## src/rtl/core/sdt_pkg.sv

```systemverilog
// sdt_pkg: shared types and constants of the distance table path mean unit
// request actions, controller states, controller command and status structs
// no dependencies
package sdt_pkg;

   localparam int IndexW     = 6;
   localparam int DistW      = 32;
   localparam int TriW       = 13;
   localparam int MaxIndices = 64;

   typedef enum logic [1:0] {
      ACT_STORE  = 2'd0,
      ACT_LOOKUP = 2'd1,
      ACT_PATH   = 2'd2,
      ACT_CLEAR  = 2'd3
   } action_type;

   localparam logic RESULT_LOOKUP = 1'b0;
   localparam logic RESULT_PATH   = 1'b1;

   typedef enum logic [2:0] {
      ST_SWEEP,
      ST_IDLE,
      ST_EVAL,
      ST_DIV,
      ST_RESP
   } state_type;

   typedef struct packed {
      logic take;
      logic eval;
      logic sweep;
      logic load_out;
   } ctrl_cmd_type;

   typedef struct packed {
      logic       req_valid;
      action_type action;
      logic       last;
      logic       sweep_done;
      logic       div_done;
      logic       out_free;
   } ctrl_status_type;

endpackage

```

## src/rtl/core/sdt_controller.sv

```systemverilog
// sdt_controller: sequencer for sweep, request evaluation, division and response
// depends on sdt_pkg
module sdt_controller (
   input  logic                       clock,
   input  logic                       reset,
   input  sdt_pkg::ctrl_status_type   status,
   output sdt_pkg::ctrl_cmd_type      cmd,
   output logic                       req_ready
);

   sdt_pkg::state_type state_ff, state_in;

   always_comb begin
      state_in = state_ff;
      unique case (state_ff)
         sdt_pkg::ST_SWEEP: begin
            if (status.sweep_done) state_in = sdt_pkg::ST_IDLE;
         end
         sdt_pkg::ST_IDLE: begin
            if (status.req_valid) state_in = sdt_pkg::ST_EVAL;
         end
         sdt_pkg::ST_EVAL: begin
            unique case (status.action)
               sdt_pkg::ACT_STORE:  state_in = sdt_pkg::ST_IDLE;
               sdt_pkg::ACT_LOOKUP: state_in = sdt_pkg::ST_RESP;
               sdt_pkg::ACT_PATH:   state_in = status.last ? sdt_pkg::ST_DIV
                                                           : sdt_pkg::ST_IDLE;
               sdt_pkg::ACT_CLEAR:  state_in = sdt_pkg::ST_SWEEP;
               default:             state_in = sdt_pkg::ST_IDLE;
            endcase
         end
         sdt_pkg::ST_DIV: begin
            if (status.div_done) state_in = sdt_pkg::ST_RESP;
         end
         sdt_pkg::ST_RESP: begin
            if (status.out_free) state_in = sdt_pkg::ST_IDLE;
         end
         default: state_in = sdt_pkg::ST_IDLE;
      endcase
   end

   always_comb begin
      cmd       = '0;
      req_ready = 1'b0;
      unique case (state_ff)
         sdt_pkg::ST_SWEEP: cmd.sweep = 1'b1;
         sdt_pkg::ST_IDLE: begin
            req_ready = 1'b1;
            cmd.take  = status.req_valid;
         end
         sdt_pkg::ST_EVAL:  cmd.eval = 1'b1;
         sdt_pkg::ST_DIV:   cmd = '0;
         sdt_pkg::ST_RESP:  cmd.load_out = status.out_free;
         default:           cmd = '0;
      endcase
   end

   always_ff @(posedge clock) begin
      if (reset) begin
         state_ff <= sdt_pkg::ST_SWEEP;
      end else begin
         state_ff <= state_in;
      end
   end

endmodule

```

## config.mk

```make
export PLATFORM = sky130hd
export DESIGN_NAME = sdt_controller
export DESIGN_NICKNAME = d
export VERILOG_FILES = /design/src/rtl/core/sdt_pkg.sv /design/src/rtl/core/sdt_controller.sv
export SDC_FILE = /design/constraint.sdc
export NUM_CORES = 1
export LEC_CHECK = 0
export ABC_AREA = 0
export BUFFER_PORTS_ARGS = -buffer_cell sky130_fd_sc_hd__buf_2
export CAP_MARGIN = 20
export CORE_AREA = 4 4 41 43
export CTS_CLUSTER_SIZE = 28
export DETAILED_ROUTE_END_ITERATION = 10
export DIE_AREA = 0 0 45 47
export PLACE_DENSITY = 0.47
export SLEW_MARGIN = 15
export SYNTH_ARGS = -nofsm -noshare
export SYNTH_HDL_FRONTEND = slang
export SYNTH_SLANG_ARGS = --single-unit
```

## constraint.sdc

```tcl
create_clock -name clock -period 2.91 [get_ports clock]
set_input_delay 0.7275 -clock clock [delete_from_list [all_inputs] [get_ports clock]]
set_output_delay 0.7275 -clock clock [all_outputs]
set_load 0.03 [all_outputs]
```

* Word level (Yosys, flattened, before mapping)
Index checks and enable logic that the tools add are counted.
** Storage, ports and cells
- Flip-flop bits (word level) :: 3
- Memory bits (read-only) :: 0
- Logic and storage cells :: 27
- Memories kept :: 0
- Bits in writable memories :: 0
- Latch bits :: 0
** Cells by class
- Order comparisons :: 0
- Reductions and logical operators :: 3
- Bitwise operators :: 0
- Add/subtract/negate cells :: 0
- Equal/unequal tests :: 11
- Muxes and demuxes :: 12
- Div/mod/pow operators :: 0
- Shift operators :: 0
- Multipliers :: 0
** Operators by type and width (number)
- 3-bit one-hot mux with 5 select lines :: 1
- 3-bit 2-to-1 mux :: 4
- 3-bit one-hot mux with 4 select lines :: 1
- 2-bit inequality test, second input constant :: 4
- 3-bit by 2-bit == test with 1-bit output, second input constant :: 2
- 1-bit 2-to-1 mux :: 5
- 2-bit == test, second input constant :: 2
- 4-bit AND reduction :: 1
- 3-bit by 1-bit == test with 1-bit output, second input constant :: 1
- 3-bit == test, second input constant :: 1
- 3-bit logical NOT :: 1
- 2-bit by 1-bit == test with 1-bit output, second input constant :: 1
- 2-bit logical NOT :: 1
- 2-bit 2-to-1 mux :: 1

* Logic depth before layout (Yosys ltp)
- Depth after elaboration :: 3
- Depth in mapped cells :: 4
- Depth with buffers taken out :: 3

* Least setup slack after synthesis
Ideal clock, no wire load.
- Kind :: register -> output
- Start point :: register state_ff[0]
- End point :: output cmd[3] (netlist bit)
- Path slack :: 0.859 ns
- Arrival :: 1.323 ns
- Data required time :: 2.183 ns
- Buffers on the path :: 0
- Stages on the path, launching flop included :: 4
- Cell sequence :: dfxtp_1 nand2b_4 nor2_1 and2_1
** RTL lines
- start: declaration :: RTL line sdt_controller.sv:11 : sdt_pkg::state_type state_ff, state_in;
- start signal: assignment :: RTL line sdt_controller.sv:60 : state_ff <= sdt_pkg::ST_SWEEP;
- start signal: assignment :: RTL line sdt_controller.sv:62 : state_ff <= state_in;
- end: declaration :: RTL line sdt_controller.sv:7 : output sdt_pkg::ctrl_cmd_type cmd,

==> results <==
- The min-delay analysis places its worst path in the category reg -> reg.
- In the layout the commonest cells are sky130_fd_sc_hd__buf_2 (13), sky130_fd_sc_hd__nor2_1 (5), sky130_fd_sc_hd__a21oi_1 (3), sky130_fd_sc_hd__clkbuf_4 (3), sky130_fd_sc_hd__dfxtp_1 (3).
- Using the TritonRoute via totals, the vias-per-cell ratio works out to 4.19.
- The clock reaches the later pin of the worst-skew pair after 0.23 ns.
- The kind of start point of the critical path is a flop.
- The number of global-route vias before repair came to 251.
- Synthesis produced a netlist with a net count of 37.
- The worst setup path is of the reg -> out kind.
- The required time of the critical path is 2.18 ns.
- The initial core utilization is 0.172.
- The combined global-route utilization of all metal layers is 0.0648.
- Data on the critical path arrives at its endpoint at 1.22 ns.
- The setup TNS after final layout is 0 ns.
- The post-route core utilization is 0.253.
- The number of antenna diodes in the final layout is 0.
- The reported max-cap violation count is 0.
- The post-route DRC violation count is 0.
- The analysis attributes to cell leakage a power of 0.153 nW.
- The row count is 13.
- The longest clock path from root to sink contains 2 buffers.
- CTS placed an instance of sky130_fd_sc_hd__clkbuf_4 at the clock tree root.
- In this run the cell area of the synthesized design comes to 224 um2.
- The number of DRC markers in iteration 0 is 0.
- By area the synthesized netlist is led by sky130_fd_sc_hd__dfxtp_1 (27%), sky130_fd_sc_hd__nor2_1 (8.4%), sky130_fd_sc_hd__o41ai_2 (7.3%).
- Once detail routing completed, the nets flagged for antenna violations numbered 0.
- The chip width is 45 um.
- The signal on the critical path passes through nand2b_4 > nor2_1 > and2_1 > buf_2.
- The fraction of final layout cells sized beyond drive strength 1 is 0.432.
- The die covers 2120 um2.
- The number of clock buffers added by TritonCTS is 3.
- The clock arrives with 0.000632 ns of skew.
- Measured along the y axis, the die boundary spans 47 um.
- After layout, the minimum clock period comes to 1.95 ns.
- The leading cell type in the layout, fill and taps excluded is sky130_fd_sc_hd__buf_2.
- Setup violations remaining at the end of the flow were counted as 0.
- The number of instances in the synthesized netlist is 28.
- The kind of capture point of the worst setup path is an output pin.
- The CTS tree is yes.
- The average cell area after synthesis is 8.00 um2.
- For this run the aggregate overflow at the end of global routing stands at 0.
- The synthesized design spends more area on one cell type than any other, namely sky130_fd_sc_hd__dfxtp_1.
- The final weighted congestion in routability-driven placement is 0.664.
- The power consumption is 0.000160 W.
- The run finished with clean final reports.
- On the worst path, the slowest cell contributes a delay of 0.43 ns.
- IR analysis of the VDD net gives a maximum drop of 0.177 mV.
- The post-synthesis cell type count is 20.
- In this run, synthesis produced a sequential element count of 3.
- In the final layout, the registers with the most flip-flops are state_ff (3).
- The clock net in this run drives a total of 3 sinks.
- The average wire length per cell after detail routing is 9.17 um.
- The number of buffers added for setup after CTS is 0.
- The detailed-router iteration count before antenna repair is 1.
- The first-pass GRT wire length is 931 um.
- The share of synthesized area in the top cell type comes to 0.268.
- The headroom to the max-slew limit is 0.799.
- The area growth from synthesis to final layout is 46.9%.
- The port buffer count is 13.
- Counting flops per register, the top entry is state_ff.
- Setup repair after global routing left no endpoint under its margin.
- The number of top-level pins is 14.
- CTS built an H-tree with a depth of 1.
- The clock-pin slew reported for the worst setup and hold paths after clock tree synthesis is 0.03 ns.
- Post-CTS repair changed the size of 0 cells.
- The number of warnings printed during yosys synthesis is 0.
- The number of slew-limit violations in the final report is 0.
- At the pin with the least slew margin, the transition time is 0.301 ns.
- The portion of the post-synthesis area used by sequential elements is 0.268.
- The routed design has 541 um of wire.
- The area of the core is 1300 um2.
- The cell at the slowest stage of the critical path is sky130_fd_sc_hd__dfxtp_1.
- For this design the ratio of total power to cell area is 487 nW/um2.
- The maximum net fanout on the critical path is 7.
- The number of hold-slack violations in the final timing report was 0.
- The net count of the finished layout is 54.
- The detailed router placed 247 vias in this run.
- The register with the most flip-flops in the layout has 3 of them.
- Entering global routing, the biggest net connects 10 pins.
- Of the available clock period, the critical path in the final layout requires 0.669.
- Static timing analysis puts the maximum clock frequency at 513 MHz.
- The number of antenna violations at the first check in global routing is 0.
- Buffers inserted to repair hold after CTS numbered 0.
## cells in the mapped netlist, drive strengths merged
library cell	n
a211oi	2
nand3	1
o21a	1
nand2	1
nor3	1
o41ai	1
buf	1
nor2b	1
o31a	1
inv	1
nor4	1
a21oi	3
mux2i	1
and3	1
dfxtp	3
and2	1
nand2b	2
nor2	5
## power by group
| group | internal (W) | switching (W) | total [W] | leakage, nW |
|---|---|---|---|---|
| Clock | 0.0000513 | 0.0000197 | 0.0000710 | 0.0150 |
| Combinational | 0.0000161 | 0.0000244 | 0.0000405 | 0.114 |
| Sequential | 0.0000437 | 0.00000504 | 0.0000487 | 0.0245 |
## worst paths after layout
kind	cells past startpoint	startpoint	to	slack [ns]
worst min-delay path	2	state_ff[2]	state_ff[2]	0.58
worst max register to register	3	state_ff[1]	state_ff[1]	1.78
worst min register to register	2	state_ff[2]	state_ff[2]	0.58
worst max-delay path	4	state_ff[2]	cmd[3]	0.96
## metal layers
layer	track usage	vias to the layer above	part of all wire
met5	0	-	0
li1	-	135	-
met1	0.0636	109	0.37
met2	0.0989	3	0.58
met4	0.0877	0	0
met3	0.0153	0	0.046
## final cells by class
class	count	area [um2]
fill	150	972
tap	15	18.8
sequential	3	60.1
timing repair buffer	13	65.1
multi-input combinational	23	155
clock buffer	4	26.3
inverter	1	3.75
## cell families after synthesis
| family | share of synthesized area |
|---|---|
| muxes | 0.0447 |
| and+or+nand+nor | 0.346 |
| buffers and inverters | 0.0391 |
| DFF | 0.268 |
| AOI/OAI and AO/OA | 0.302 |
## per-stage QoR
step,hold WS [ns],instance area (um2),worst slack (ns),instances
after CTS,0.583,329,0.947,59
after global placement,0.584,303,1.03,55
after floorplan,0.529,224,0.859,28
after detailed placement,0.578,303,1.03,55
after global routing,0.615,329,0.887,59
final,0.577,329,0.962,59
## critical path: cells and delay by family (launching register included)
kind          cells  cell delay, ns
simple gates      3            0.40
flops             1            0.43
buf+inv           1            0.17
(Power assumes the default switching activity.)
